`src/design/obst_pkg.sv`:
```
// Shared types, constants and the saturating adder for the optimal BST cost table.
package obst_pkg;

    localparam int WEIGHT_W = 16;
    localparam int COST_W   = 24;
    localparam int IDX_W    = 4;

    localparam logic [COST_W-1:0] COST_INF = 24'hFFFFFF;

    typedef enum logic [2:0] {
        ST_IDLE,
        ST_DIAG0,
        ST_SPAN_INIT,
        ST_READ,
        ST_CMP,
        ST_FIN
    } state_t;

    // Sum of two costs, clipped at the ceiling.
    function automatic logic [COST_W-1:0] sat_add(input logic [COST_W-1:0] a,
                                                  input logic [COST_W-1:0] b);
        logic [COST_W:0] s;
        s = {1'b0, a} + {1'b0, b};
        return (s > {1'b0, COST_INF}) ? COST_INF : s[COST_W-1:0];
    endfunction

endpackage

```
`src/design/obst_ram.sv`:
```
// Generic RAM with one write port and two registered read ports.
module obst_ram #(
    parameter int WIDTH = 24,
    parameter int DEPTH = 72
) (
    input  logic                     clk,
    input  logic                     we,
    input  logic [$clog2(DEPTH)-1:0] waddr,
    input  logic [WIDTH-1:0]         wdata,
    input  logic [$clog2(DEPTH)-1:0] raddr_a,
    input  logic [$clog2(DEPTH)-1:0] raddr_b,
    output logic [WIDTH-1:0]         rdata_a,
    output logic [WIDTH-1:0]         rdata_b
);

    logic [WIDTH-1:0] mem [DEPTH];

    always_ff @(posedge clk)
    begin
        if (we)
        begin
            mem[waddr] <= wdata;
        end
        rdata_a <= mem[raddr_a];
        rdata_b <= mem[raddr_b];
    end

endmodule

```
`src/design/optimal_bst_cost_table.sv`:
```
// Optimal binary search tree cost table: weight loading, table fill sequencer and result port.
//
// Keys are loaded one beat at a time: a beat is taken at a rising edge with start high and
// busy low, and each beat stores its weight (beats beyond MAX_KEYS are dropped). A load beat
// leaves busy low. The beat with last_key high also starts the table fill for the n keys held,
// and busy stays high until the fill is over.
// The fill emits one result per span in diagonal order, each shown for one cycle with valid
// high: first the single-key spans, one per cycle, then the longer spans, ending with span
// 1..n, which carries final_entry. A span of length L runs SPAN_INIT, then one READ and CMP
// pair per candidate root, then FIN, paced by the one shared saturating adder and the cost
// RAM with two read ports, which is read once per candidate root.
// The receiver cannot stall; results are simply strobed out.
// Reset returns the sequencer to idle and empties the key count. The cost RAM needs no clearing:
// every entry read during a fill was written earlier in the same fill, and empty subtrees
// are taken as zero without a read.
module optimal_bst_cost_table #(
    parameter int MAX_KEYS = 8
) (
    input  logic                          clk,
    input  logic                          rst_n,
    input  logic                          start,
    output logic                          busy,
    input  logic [obst_pkg::WEIGHT_W-1:0] weight,
    input  logic                          last_key,
    output logic                          valid,
    output logic [obst_pkg::IDX_W-1:0]    span_first,
    output logic [obst_pkg::IDX_W-1:0]    span_final,
    output logic [obst_pkg::IDX_W-1:0]    best_root,
    output logic [obst_pkg::COST_W-1:0]   span_cost,
    output logic                          final_entry
);

    localparam int DIM    = MAX_KEYS + 1;
    localparam int DEPTH  = MAX_KEYS * DIM;
    localparam int ADDR_W = $clog2(DEPTH);
    localparam int WA_W   = (MAX_KEYS > 1) ? $clog2(MAX_KEYS) : 1;
    localparam logic [obst_pkg::IDX_W-1:0] MAX_IDX = obst_pkg::IDX_W'(MAX_KEYS);
    localparam logic [7:0] DIM8 = 8'(DIM);

    // Cost RAM address of span i..j, with i and j both from 1 to MAX_KEYS.
    function automatic logic [ADDR_W-1:0] cost_addr(input logic [obst_pkg::IDX_W-1:0] i,
                                                     input logic [obst_pkg::IDX_W-1:0] j);
        logic [7:0] row;
        logic [7:0] flat;
        row  = {4'b0, i} - 8'd1;
        flat = row * DIM8 + {4'b0, j};
        return flat[ADDR_W-1:0];
    endfunction

    obst_pkg::state_t state_reg, state_next;

    logic [obst_pkg::WEIGHT_W-1:0] weight_mem [MAX_KEYS];

    logic [obst_pkg::IDX_W-1:0]  key_count_reg, key_count_next;
    logic [obst_pkg::IDX_W-1:0]  n_reg, n_next;
    logic [obst_pkg::IDX_W-1:0]  d_reg, d_next;
    logic [obst_pkg::IDX_W-1:0]  i_reg, i_next;
    logic [obst_pkg::IDX_W-1:0]  k_reg, k_next;
    logic [obst_pkg::COST_W-1:0] best_reg, best_next;
    logic [obst_pkg::IDX_W-1:0]  root_reg, root_next;
    logic [obst_pkg::COST_W-1:0] wsum_reg, wsum_next;

    logic                          valid_reg, valid_next;
    logic [obst_pkg::IDX_W-1:0]    first_reg, first_next;
    logic [obst_pkg::IDX_W-1:0]    final_reg, final_next;
    logic [obst_pkg::IDX_W-1:0]    broot_reg, broot_next;
    logic [obst_pkg::COST_W-1:0]   cost_reg, cost_next;
    logic                          fentry_reg, fentry_next;

    logic [obst_pkg::IDX_W-1:0]  j_cur;
    logic [obst_pkg::IDX_W-1:0]  k_dec;
    logic [obst_pkg::IDX_W-1:0]  k_inc;
    logic [obst_pkg::IDX_W-1:0]  i_dec;
    logic                        accept;
    logic                        store_en;
    logic [WA_W-1:0]             store_idx;
    logic [obst_pkg::WEIGHT_W-1:0] wk;
    logic [obst_pkg::WEIGHT_W-1:0] wi;

    logic                        ram_we;
    logic [ADDR_W-1:0]           ram_waddr;
    logic [obst_pkg::COST_W-1:0] ram_wdata;
    logic [ADDR_W-1:0]           ram_raddr_a;
    logic [ADDR_W-1:0]           ram_raddr_b;
    logic [obst_pkg::COST_W-1:0] ram_rdata_a;
    logic [obst_pkg::COST_W-1:0] ram_rdata_b;

    logic [obst_pkg::COST_W-1:0] add_a;
    logic [obst_pkg::COST_W-1:0] add_b;
    logic [obst_pkg::COST_W-1:0] add_sum;

    assign busy   = (state_reg != obst_pkg::ST_IDLE);
    assign accept = start && !busy;
    assign j_cur  = i_reg + d_reg;
    assign k_dec  = k_reg - 4'd1;
    assign k_inc  = k_reg + 4'd1;
    assign i_dec  = i_reg - 4'd1;

    assign store_en  = accept && (key_count_reg < MAX_IDX);
    assign store_idx = key_count_reg[WA_W-1:0];
    assign wk        = weight_mem[k_dec[WA_W-1:0]];
    assign wi        = weight_mem[i_dec[WA_W-1:0]];

    always_ff @(posedge clk)
    begin
        if (store_en)
        begin
            weight_mem[store_idx] <= weight;
        end
    end

    obst_ram #(
        .WIDTH (obst_pkg::COST_W),
        .DEPTH (DEPTH)
    ) u_cost_ram (
        .clk     (clk),
        .we      (ram_we),
        .waddr   (ram_waddr),
        .wdata   (ram_wdata),
        .raddr_a (ram_raddr_a),
        .raddr_b (ram_raddr_b),
        .rdata_a (ram_rdata_a),
        .rdata_b (ram_rdata_b)
    );

    // The one shared adder: weight sum while reading, candidate in compare, span total at the end.
    always_comb
    begin
        add_a = '0;
        add_b = '0;
        unique case (state_reg)
            obst_pkg::ST_READ:
            begin
                add_a = wsum_reg;
                add_b = {8'b0, wk};
            end
            obst_pkg::ST_CMP:
            begin
                add_a = (k_reg == i_reg) ? '0 : ram_rdata_a;
                add_b = (k_reg == j_cur) ? '0 : ram_rdata_b;
            end
            obst_pkg::ST_FIN:
            begin
                add_a = best_reg;
                add_b = wsum_reg;
            end
            default:
            begin
                add_a = '0;
                add_b = '0;
            end
        endcase
    end

    assign add_sum = obst_pkg::sat_add(add_a, add_b);

    // Next state.
    always_comb
    begin
        state_next = state_reg;
        unique case (state_reg)
            obst_pkg::ST_IDLE:
            begin
                if (accept && last_key)
                begin
                    state_next = obst_pkg::ST_DIAG0;
                end
            end
            obst_pkg::ST_DIAG0:
            begin
                if (i_reg == n_reg)
                begin
                    state_next = (n_reg == 4'd1) ? obst_pkg::ST_IDLE : obst_pkg::ST_SPAN_INIT;
                end
            end
            obst_pkg::ST_SPAN_INIT:
            begin
                state_next = obst_pkg::ST_READ;
            end
            obst_pkg::ST_READ:
            begin
                state_next = obst_pkg::ST_CMP;
            end
            obst_pkg::ST_CMP:
            begin
                state_next = (k_reg == j_cur) ? obst_pkg::ST_FIN : obst_pkg::ST_READ;
            end
            obst_pkg::ST_FIN:
            begin
                if (j_cur == n_reg && d_reg + 4'd1 == n_reg)
                begin
                    state_next = obst_pkg::ST_IDLE;
                end
                else
                begin
                    state_next = obst_pkg::ST_SPAN_INIT;
                end
            end
            default:
            begin
                state_next = obst_pkg::ST_IDLE;
            end
        endcase
    end

    // Datapath and result port.
    always_comb
    begin
        key_count_next = key_count_reg;
        n_next         = n_reg;
        d_next         = d_reg;
        i_next         = i_reg;
        k_next         = k_reg;
        best_next      = best_reg;
        root_next      = root_reg;
        wsum_next      = wsum_reg;
        valid_next     = 1'b0;
        first_next     = first_reg;
        final_next     = final_reg;
        broot_next     = broot_reg;
        cost_next      = cost_reg;
        fentry_next    = 1'b0;
        ram_we         = 1'b0;
        ram_waddr      = cost_addr(i_reg, j_cur);
        ram_wdata      = add_sum;
        ram_raddr_a    = '0;
        ram_raddr_b    = '0;
        unique case (state_reg)
            obst_pkg::ST_IDLE:
            begin
                if (accept)
                begin
                    if (last_key)
                    begin
                        n_next         = store_en ? key_count_reg + 4'd1 : key_count_reg;
                        key_count_next = '0;
                        i_next         = 4'd1;
                        d_next         = '0;
                    end
                    else if (store_en)
                    begin
                        key_count_next = key_count_reg + 4'd1;
                    end
                end
            end
            obst_pkg::ST_DIAG0:
            begin
                ram_we      = 1'b1;
                ram_waddr   = cost_addr(i_reg, i_reg);
                ram_wdata   = {8'b0, wi};
                valid_next  = 1'b1;
                first_next  = i_reg;
                final_next  = i_reg;
                broot_next  = i_reg;
                cost_next   = {8'b0, wi};
                fentry_next = (i_reg == 4'd1) && (n_reg == 4'd1);
                if (i_reg == n_reg)
                begin
                    i_next = 4'd1;
                    d_next = 4'd1;
                end
                else
                begin
                    i_next = i_reg + 4'd1;
                end
            end
            obst_pkg::ST_SPAN_INIT:
            begin
                k_next    = i_reg;
                best_next = obst_pkg::COST_INF;
                root_next = '0;
                wsum_next = '0;
            end
            obst_pkg::ST_READ:
            begin
                wsum_next   = add_sum;
                ram_raddr_a = (k_reg == i_reg) ? '0 : cost_addr(i_reg, k_dec);
                ram_raddr_b = (k_reg == j_cur) ? '0 : cost_addr(k_inc, j_cur);
            end
            obst_pkg::ST_CMP:
            begin
                if (add_sum < best_reg)
                begin
                    best_next = add_sum;
                    root_next = k_reg;
                end
                k_next = k_inc;
            end
            obst_pkg::ST_FIN:
            begin
                ram_we      = 1'b1;
                valid_next  = 1'b1;
                first_next  = i_reg;
                final_next  = j_cur;
                broot_next  = root_reg;
                cost_next   = add_sum;
                fentry_next = (i_reg == 4'd1) && (j_cur == n_reg);
                if (j_cur == n_reg)
                begin
                    i_next = 4'd1;
                    d_next = d_reg + 4'd1;
                end
                else
                begin
                    i_next = i_reg + 4'd1;
                end
            end
            default:
            begin
                valid_next = 1'b0;
            end
        endcase
    end

    always_ff @(posedge clk or negedge rst_n)
    begin
        if (!rst_n)
        begin
            state_reg     <= obst_pkg::ST_IDLE;
            key_count_reg <= '0;
            valid_reg     <= 1'b0;
            fentry_reg    <= 1'b0;
        end
        else
        begin
            state_reg     <= state_next;
            key_count_reg <= key_count_next;
            valid_reg     <= valid_next;
            fentry_reg    <= fentry_next;
        end
    end

    always_ff @(posedge clk)
    begin
        n_reg     <= n_next;
        d_reg     <= d_next;
        i_reg     <= i_next;
        k_reg     <= k_next;
        best_reg  <= best_next;
        root_reg  <= root_next;
        wsum_reg  <= wsum_next;
        first_reg <= first_next;
        final_reg <= final_next;
        broot_reg <= broot_next;
        cost_reg  <= cost_next;
    end

    assign valid       = valid_reg;
    assign span_first  = first_reg;
    assign span_final  = final_reg;
    assign best_root   = broot_reg;
    assign span_cost   = cost_reg;
    assign final_entry = fentry_reg;

    // A result is only ever produced by a fill that was running in the cycle before.
    assert property (@(posedge clk) disable iff (!rst_n)
        valid |-> $past(busy))
    else $error("result beat without a running fill");

    // The overall optimum is the last beat of a fill, so the sequencer is idle by then.
    assert property (@(posedge clk) disable iff (!rst_n)
        final_entry |-> valid && !busy)
    else $error("final entry seen while the fill is still running");

    // Spans are never reversed and a real cost always has a root inside its span.
    assert property (@(posedge clk) disable iff (!rst_n)
        valid && span_cost != obst_pkg::COST_INF |->
            span_first <= span_final && best_root >= span_first && best_root <= span_final)
    else $error("root outside its span");

    // The candidate root stays within the span under test.
    assert property (@(posedge clk) disable iff (!rst_n)
        state_reg == obst_pkg::ST_CMP |-> k_reg >= i_reg && k_reg <= j_cur)
    else $error("candidate root out of range");

endmodule
```
`config.mk`:
```
export PLATFORM = sky130hd
export DESIGN_NAME = optimal_bst_cost_table
export DESIGN_NICKNAME = d
export VERILOG_FILES = /design/src/design/obst_pkg.sv /design/src/design/obst_ram.sv /design/src/design/optimal_bst_cost_table.sv
export SDC_FILE = /design/constraint.sdc
export NUM_CORES = 2
export LEC_CHECK = 0
export BUFFER_PORTS_ARGS = -buffer_cell sky130_fd_sc_hd__buf_2
export CORE_MARGIN = 2
export CORE_UTILIZATION = 45
export CTS_CLUSTER_DIAMETER = 120
export DETAILED_ROUTE_END_ITERATION = 10
export REMOVE_ABC_BUFFERS = 1
export SETUP_SLACK_MARGIN = 0.2
export SYNTH_ARGS = -nofsm -noshare
export SYNTH_HDL_FRONTEND = slang
export SYNTH_SLANG_ARGS = --single-unit
```
`constraint.sdc`:
```
create_clock -name clk -period 9.2 [get_ports clk]
set_input_delay 1.84 -clock clk [delete_from_list [all_inputs] [get_ports clk]]
set_output_delay 1.84 -clock clk [all_outputs]
set_load 0.01 [all_outputs]
```
# Yosys cells after proc, flatten, opt, wreduce, memory -nomap -nowiden
# Memories as Yosys holds them, arrays and structs flattened. A register that Yosys moved wholly into a read port is not among the register bits.
# Index checks and enable logic that the tools add are counted.
# totals
out_inout_bits	39
mem_count	2
ram_bits	1856
ff_bits	113
inputBits	20
# mem_list
memory	words	width	rd	rd_ports_with_merged_regs	wr	line_no	rtl
u_cost_ram.mem	72	24	2	2	1	obst_ram.sv:16	logic [WIDTH-1:0] mem [DEPTH];
weight_mem	8	16	2	0	1	optimal_bst_cost_table.sv:52	logic [obst_pkg::WEIGHT_W-1:0] weight_mem [MAX_KEYS];
# classes
n_mux	44
mul	2
magnitude_cmp	3
n_eq_ne	18
n_addsub	14
n_reduce_logical	20
# ops
cell	count
case mux 24 bit (2 select lines)	3
case mux 24 bit (3 select lines)	2
two-way mux 24 bit	5
two-way mux 4 bit	11
two-way mux 7 bit	5
case mux 4 bit (2 select lines)	4
adder 7 x 4 -> 7 bit	4
adder 24 x 24 -> 25 bit	1
greater-than comparator 25 x 24 -> 1 bit, second input constant	1
less-than comparator 24 bit	1
case mux 4 bit (3 select lines)	2
equality test 4 bit	5
case mux 3 bit (6 select lines)	1
adder 4 x 1 -> 4 bit, second input constant	4
multiplier 5 x 5 -> 7 bit, second input constant	2
!= test 2 bit, second input constant	6
subtractor 4 x 1 -> 5 bit, second input constant	2
two-way mux 3 bit	3
equality test 4 x 1 -> 1 bit, second input constant	2
equality test 3 x 2 -> 1 bit, second input constant	2
equality test 3 bit, second input constant	2
logical AND 1 bit	6
AND reduction 2 bit	3
AND reduction 3 bit	2
other kinds (14)	22

# Longest topological paths before layout
# depth
word_depth	10
depth_mapped	32
depth_no_buf	29

# Modules after synthesis
# Synthesis repeated with hierarchy kept, for this count alone.
# hier_totals
cells_unflattened	5057
area_unflattened_um2	95696.8
# modules_own_cells
module	cells_each	seq_area_each_um2	instances	area_each_um2
obst_ram	3821	52850.7	1	81130.3
optimal_bst_cost_table	1236	7191.9	1	14566.5

# Worst setup path before layout
# OpenSTA, ideal clock, no wires.
# synth_path
kind	flip-flop to flip-flop
from	register i_reg[0] (netlist name)
to	memory u_cost_ram.mem[0][1], data pin
stages_incl_launch_ff	20
t_arrival_ns	6.546
setup_ns	0.636
synth_period_minus_slack_ns	7.181
setup_slack_ns	2.019
required_ns	8.564
cell_sequence	edfxtp_1 ha_1 fa_1 xnor2_2 xnor2_1 nor3_4 a21oi_1 a221o_1 ha_1 inv_1 fa_1 nor2b_1 o21ai_1 a21boi_1 o211ai_1 o41ai_2 a22oi_1 a21boi_2 nor2_1 a31oi_1
# synth_via
elab_chain_len	8
# synth_rtl
item	line_no	rtl
start, declared	optimal_bst_cost_table.sv:57	logic [obst_pkg::IDX_W-1:0] i_reg, i_next;
start signal, assigned	optimal_bst_cost_table.sv:337	i_reg <= i_next;
adder 4 bit	optimal_bst_cost_table.sv:94	assign j_cur = i_reg + d_reg;
equality test 4 bit	optimal_bst_cost_table.sv:140	add_b = (k_reg == j_cur) ? '0 : ram_rdata_b;
two-way mux 24 bit	optimal_bst_cost_table.sv:140	
case mux 24 bit (3 select lines)	optimal_bst_cost_table.sv:131	unique case (state_reg)
adder 24 x 24 -> 25 bit	obst_pkg.sv:23	s = {1'b0, a} + {1'b0, b};
greater-than comparator 25 x 24 -> 1 bit	obst_pkg.sv:24	return (s > {1'b0, COST_INF}) ? COST_INF : s[COST_W-1:0];
two-way mux 24 bit	obst_pkg.sv:24	
two-way mux 24 bit *	optimal_bst_cost_table.sv:228	unique case (state_reg)
net ram_wdata, one bit	optimal_bst_cost_table.sv:82	logic [obst_pkg::COST_W-1:0] ram_wdata;
end, declared	obst_ram.sv:16	
# The timed path passes the listed nets; every way through them passes the cells marked *.

# Worst setup path after layout
# layout_path
from	register d_reg[0] (netlist name)
to	register best_reg[6] (netlist name) (enable)
# layout_via
elab_chain_len	10
# layout_rtl
item	line_no	rtl
start, declared	optimal_bst_cost_table.sv:56	logic [obst_pkg::IDX_W-1:0] d_reg, d_next;
start signal, assigned	optimal_bst_cost_table.sv:336	d_reg <= d_next;
adder 4 bit *	optimal_bst_cost_table.sv:94	
equality test 4 bit *	optimal_bst_cost_table.sv:140	
two-way mux 24 bit *	optimal_bst_cost_table.sv:140	
case mux 24 bit (3 select lines) *	optimal_bst_cost_table.sv:131	
adder 24 x 24 -> 25 bit *	obst_pkg.sv:23	
greater-than comparator 25 x 24 -> 1 bit	obst_pkg.sv:24	
two-way mux 24 bit *	obst_pkg.sv:24	
net add_sum, one bit	optimal_bst_cost_table.sv:90	logic [obst_pkg::COST_W-1:0] add_sum;
less-than comparator 24 bit *	optimal_bst_cost_table.sv:282	if (add_sum < best_reg)
!= test 2 bit (no source line) *	-	
AND reduction 2 bit (no source line) *	-	
end signal, assigned	optimal_bst_cost_table.sv:339	best_reg <= best_next;
end, declared	optimal_bst_cost_table.sv:59	logic [obst_pkg::COST_W-1:0] best_reg, best_next;
# Marked as above.
# A chain may end at the register's enable or synchronous reset.

==> impl_summary.txt <==
----------------------------------------------------
[Drt]
  Drc violations ... 0
  Post-detailed-route via-to-cell ratio ... 6.737
  Iteration-0 DRC count of the detailed router ... 9478
  Wire length per cell after detailed routing ... 35.79 µm
  Final wirelength ... 328200 µm
  1st-pass router iterations ... 7
  Number of vias after detailed routing ... 61790
  Final antenna-violating net count ... 0

[Worst setup path]
  Delay of the slowest cell on the worst path ... 0.74 ns
  Critical-path maximum fanout ... 24
  Reg2Reg Capture Point ... best_reg[6]$_SDFFCE_PN1P_
  Cell depth of the worst flop-to-flop path ... 30
  Kind of critical path ... register to register
  Worst setup EP type ... register
  Slowest stage cell, crit path ... sky130_fd_sc_hd__nor3_1
  Required @ worst endpoint ... 9.74 ns
  Critical path launch point type ... register
  Setup slack of the worst register-to-register path ... 1.10 ns
  Worst EP arrival ... 8.65 ns
  Origin of the critical flop-to-flop path ... d_reg[0]$_DFFE_PP_
  Cell with the most instances on the worst path ... sky130_fd_sc_hd__a21oi_1

[Floorplanning]
  Chip Width ... 465.5 µm
  Chip Height ... 465.5 µm
  Top-level port count ... 59
  Core area ... 0.2119 mm²
  # rows ... 169
  Starting density of the core ... 45.24%
  DIE AREA ... 0.2167 mm²

[Finish]
  Commonest non-fill, non-tap cells in the layout ... sky130_fd_sc_hd__edfxtp_1, sky130_fd_sc_hd__nand2_1, sky130_fd_sc_hd__mux4_2
  Area added between synthesis and finish ... 11.60%
  Count of filler cells inserted in the layout ... 17460
  Register with the highest flop count ... u_cost_ram.mem
  Fraction of layout instances using a drive strength above 1 ... 23.91%
  Post-route non-filler standard cell count ... 9171
  Total Nets Final ... 6283
  Multi-input logic area ... 0.03410 mm²
  Commonest non-fill, non-tap cell in the layout ... sky130_fd_sc_hd__edfxtp_1
  Largest registers in the final layout ... u_cost_ram.mem (1728), weight_mem (128)
  Area occupied by registers ... 0.06004 mm²
  Flip-flop count of the largest register after layout ... 1728

[Logic synthesis]
  Synth Flop Type ... sky130_fd_sc_hd__edfxtp_1
  Synthesized area per cell ... 15.68 µm²
  Xor/xnor cell area share of the yosys netlist ... 0.7388%
  Synth Instances ... 6114
  Biggest area contributors in the synthesized netlist ... sky130_fd_sc_hd__edfxtp_1, sky130_fd_sc_hd__mux4_2, sky130_fd_sc_hd__nand2_1
  Count of flip-flops with a built-in enable after synthesis ... 1960
  Post-synthesis compound-gate area fraction ... 5.579%
  Dominant combinational cell family by area after synthesis ... multiplexers
  Proportion of synthesized flip-flops having asynchronous set or reset ... 0.4462%
  Adder-cell area share of the yosys netlist ... 1.243%
  Netlist cell types ... 78
  Simple-Gate Fraction of Synth Area ... 7.132%
  Area share of the largest cell type after synthesis ... 61.40%
  Post-synthesis instance area ... 0.09585 mm²
  Warning count from the yosys run ... 0
  Synth area leader ... sky130_fd_sc_hd__edfxtp_1
  Mux share of post-synthesis cell area ... 19.92%
  Share of the yosys chip area belonging to registers ... 62.64%
  Number of flip-flops and latches in the synthesized netlist ... 2017

[Pwr]
  Power density normalized to cell area ... 169.0 mW/mm²
  Standby leakage power ... 35.48 nW
  Post-route total power ... 18.07 mW
  Largest voltage drop on the vdd net ... 0.2214 mV

[Place]
  Inst Count DP ... 8786
  Port Buffer Count ... 58
  Routability congestion estimate ... 0.9246
  HPWL after DPL ... 198700 µm

[Timing]
  F_max ... 0.1234 GHz
  Count of final hold-check violations ... 0
  Headroom to the max-slew limit ... -11.94%
  Final Critical Period ... 8.103 ns
  Final setup violation count ... 0
  Fin. max-slew vios ... 2
  Post-Route Skew ... 0.04613 ns
  Setup repair after global routing missed its margin ... false
  Worst Tran Pin Value ... 1.664 ns
  Final Cycle Share ... 88.08%

[Clocking]
  Root Driver ... sky130_fd_sc_hd__clkbuf_16
  Gates resized, CTS repair ... 0
  H-tree levels ... 4
  Max Root-Sink Buffers ... 3
  CTS hold repair buffers ... 0
  CTS Sinks ... 2017
  Clock latency on the worst-skew pair ... 0.87 ns
  Post-CTS repair timing setup buffer count ... 0
  TritonCTS clock tree ... yes
  Number of CTS-inserted buffers ... 205
  Clock transition at the register clock pins on the worst setup and hold paths after CTS ... 0.06 ns

[Global routing]
  Largest net degree at the start of global routing ... 119
  Met1 Usage GRT ... 41.29%
  Global-route track usage on met2 ... 45.17%
  Overall overflow remaining after global route ... 0
  Most crowded layer after global routing ... met2
  Global-route wire length before repair ... 458200 µm
  Initial antenna violation count ... 12
  Overall fraction of global-route tracks in use ... 29.92%
  Global-route met3 utilization ... 7.043%
  Vias in the first global route ... 59450

[Worst hold path]
  Number of stages on the worst hold path ... 1
  Hold Startpoint ... state_reg[1]$_DFFE_PN0P_
  Type of the most critical hold path ... register to register
  Hold Path Sink ... state_reg[0]$_DFFE_PN0P_

[Flow run]
  Max cap viols ... 1

[Run status]
  Failing checks ... max-capacitance violations, max-slew violations
  Status ... complete, but fails checks

----------------------------------------------------
[through the flow]
step                      hold slack (ns)  util [%]  setup WS [ns]  TNS, ns  area [µm²]
after floorplan                    0.4836         -         -6.439  -476.57       93610
after global placement             0.5403     47.44          1.352        0      100500
after detailed placement           0.5580     47.44          1.323        0      100500
after CTS                          0.5665     50.48          1.245        0      107000
after global routing               0.6087     50.48         0.6462        0      107000
final                              0.5715     50.49          1.097        0      107000
[synthesized netlist by cell type, types with 49 or more instances]
| cell type | number |
|---|---|
| sky130_fd_sc_hd__nand3_1 | 293 |
| sky130_fd_sc_hd__a21oi_1 | 306 |
| sky130_fd_sc_hd__buf_2 | 160 |
| sky130_fd_sc_hd__mux4_2 | 764 |
| sky130_fd_sc_hd__clkbuf_1 | 192 |
| sky130_fd_sc_hd__a22oi_1 | 49 |
| sky130_fd_sc_hd__o22ai_1 | 94 |
| sky130_fd_sc_hd__edfxtp_1 | 1960 |
| sky130_fd_sc_hd__inv_1 | 103 |
| sky130_fd_sc_hd__o21ai_0 | 50 |
| sky130_fd_sc_hd__nor2_1 | 192 |
| sky130_fd_sc_hd__a211oi_1 | 70 |
| sky130_fd_sc_hd__buf_4 | 51 |
| sky130_fd_sc_hd__ha_1 | 84 |
| sky130_fd_sc_hd__nand2_1 | 953 |
| sky130_fd_sc_hd__a31oi_1 | 56 |
| sky130_fd_sc_hd__nor4_1 | 53 |
| sky130_fd_sc_hd__mux2i_1 | 168 |
[kinds of logic (layout without fill, tap and decap cells)]
group | after synthesis | count (layout)
multiplexers | 950 | 950
AO/OA/AOI/OAI | 815 | 815
buffers and inverters | 559 | 790
AND/OR/NAND/NOR | 1606 | 1606
adder cells (fa/ha/maj) | 91 | 91
other | 0 | 5
XOR/XNOR | 76 | 76
flip-flops | 2017 | 2017
[final cells by class]
| type | count | area share, % |
|---|---|---|
| Multi-Input combinational cell | 3538 | 31.88 |
| Tap cell | 2821 | 3.300 |
| Clock inverter | 101 | 0.7088 |
| Inverter | 105 | 0.3708 |
| Timing Repair Buffer | 305 | 2.295 |
| Clock buffer | 279 | 5.307 |
| Antenna cell | 5 | 0.01170 |
| Sequential cell | 2017 | 56.13 |
[how the worst max path moves through the flow]
stage | start | endpoint | slack (ns) | cells after the start
floorplan | i_reg[0]$_DFFE_PP_ | u_cost_ram.rdata_a[0]$_DFF_P_ | -6.44 | 10
global placement | i_reg[1]$_DFFE_PP_ | best_reg[5]$_SDFFCE_PN1P_ | 1.35 | 28
detailed placement | d_reg[0]$_DFFE_PP_ | best_reg[5]$_SDFFCE_PN1P_ | 1.32 | 30
CTS | d_reg[0]$_DFFE_PP_ | best_reg[4]$_SDFFCE_PN1P_ | 1.25 | 30
global route | d_reg[0]$_DFFE_PP_ | best_reg[5]$_SDFFCE_PN1P_ | 0.65 | 30
finish | d_reg[0]$_DFFE_PP_ | best_reg[6]$_SDFFCE_PN1P_ | 1.10 | 30
[critical path: cells and delay by family (launching register included)]
| family | cells | cell delay, ns |
|---|---|---|
| flip-flops | 1 | 0.47 |
| XOR/XNOR | 2 | 0.54 |
| AND/OR/NAND/NOR | 4 | 1.33 |
| adder cells (fa/ha/maj) | 4 | 1.37 |
| buffers and inverters | 4 | 0.91 |
| AO/OA/AOI/OAI | 16 | 3.10 |
[report_power, final]
part           internal (mW)  switching (mW)
combinational        0.00313         0.00979
sequential              9.93               0
clock                   4.58            3.56
total                   14.5            3.57
[layer usage]
metal	wire, µm	vias up
met5	57	-
met4	16870	8
met3	38870	686
li1	-	24650
met2	148200	4298
met1	124200	32150
Power figures use the tool's default switching activity.
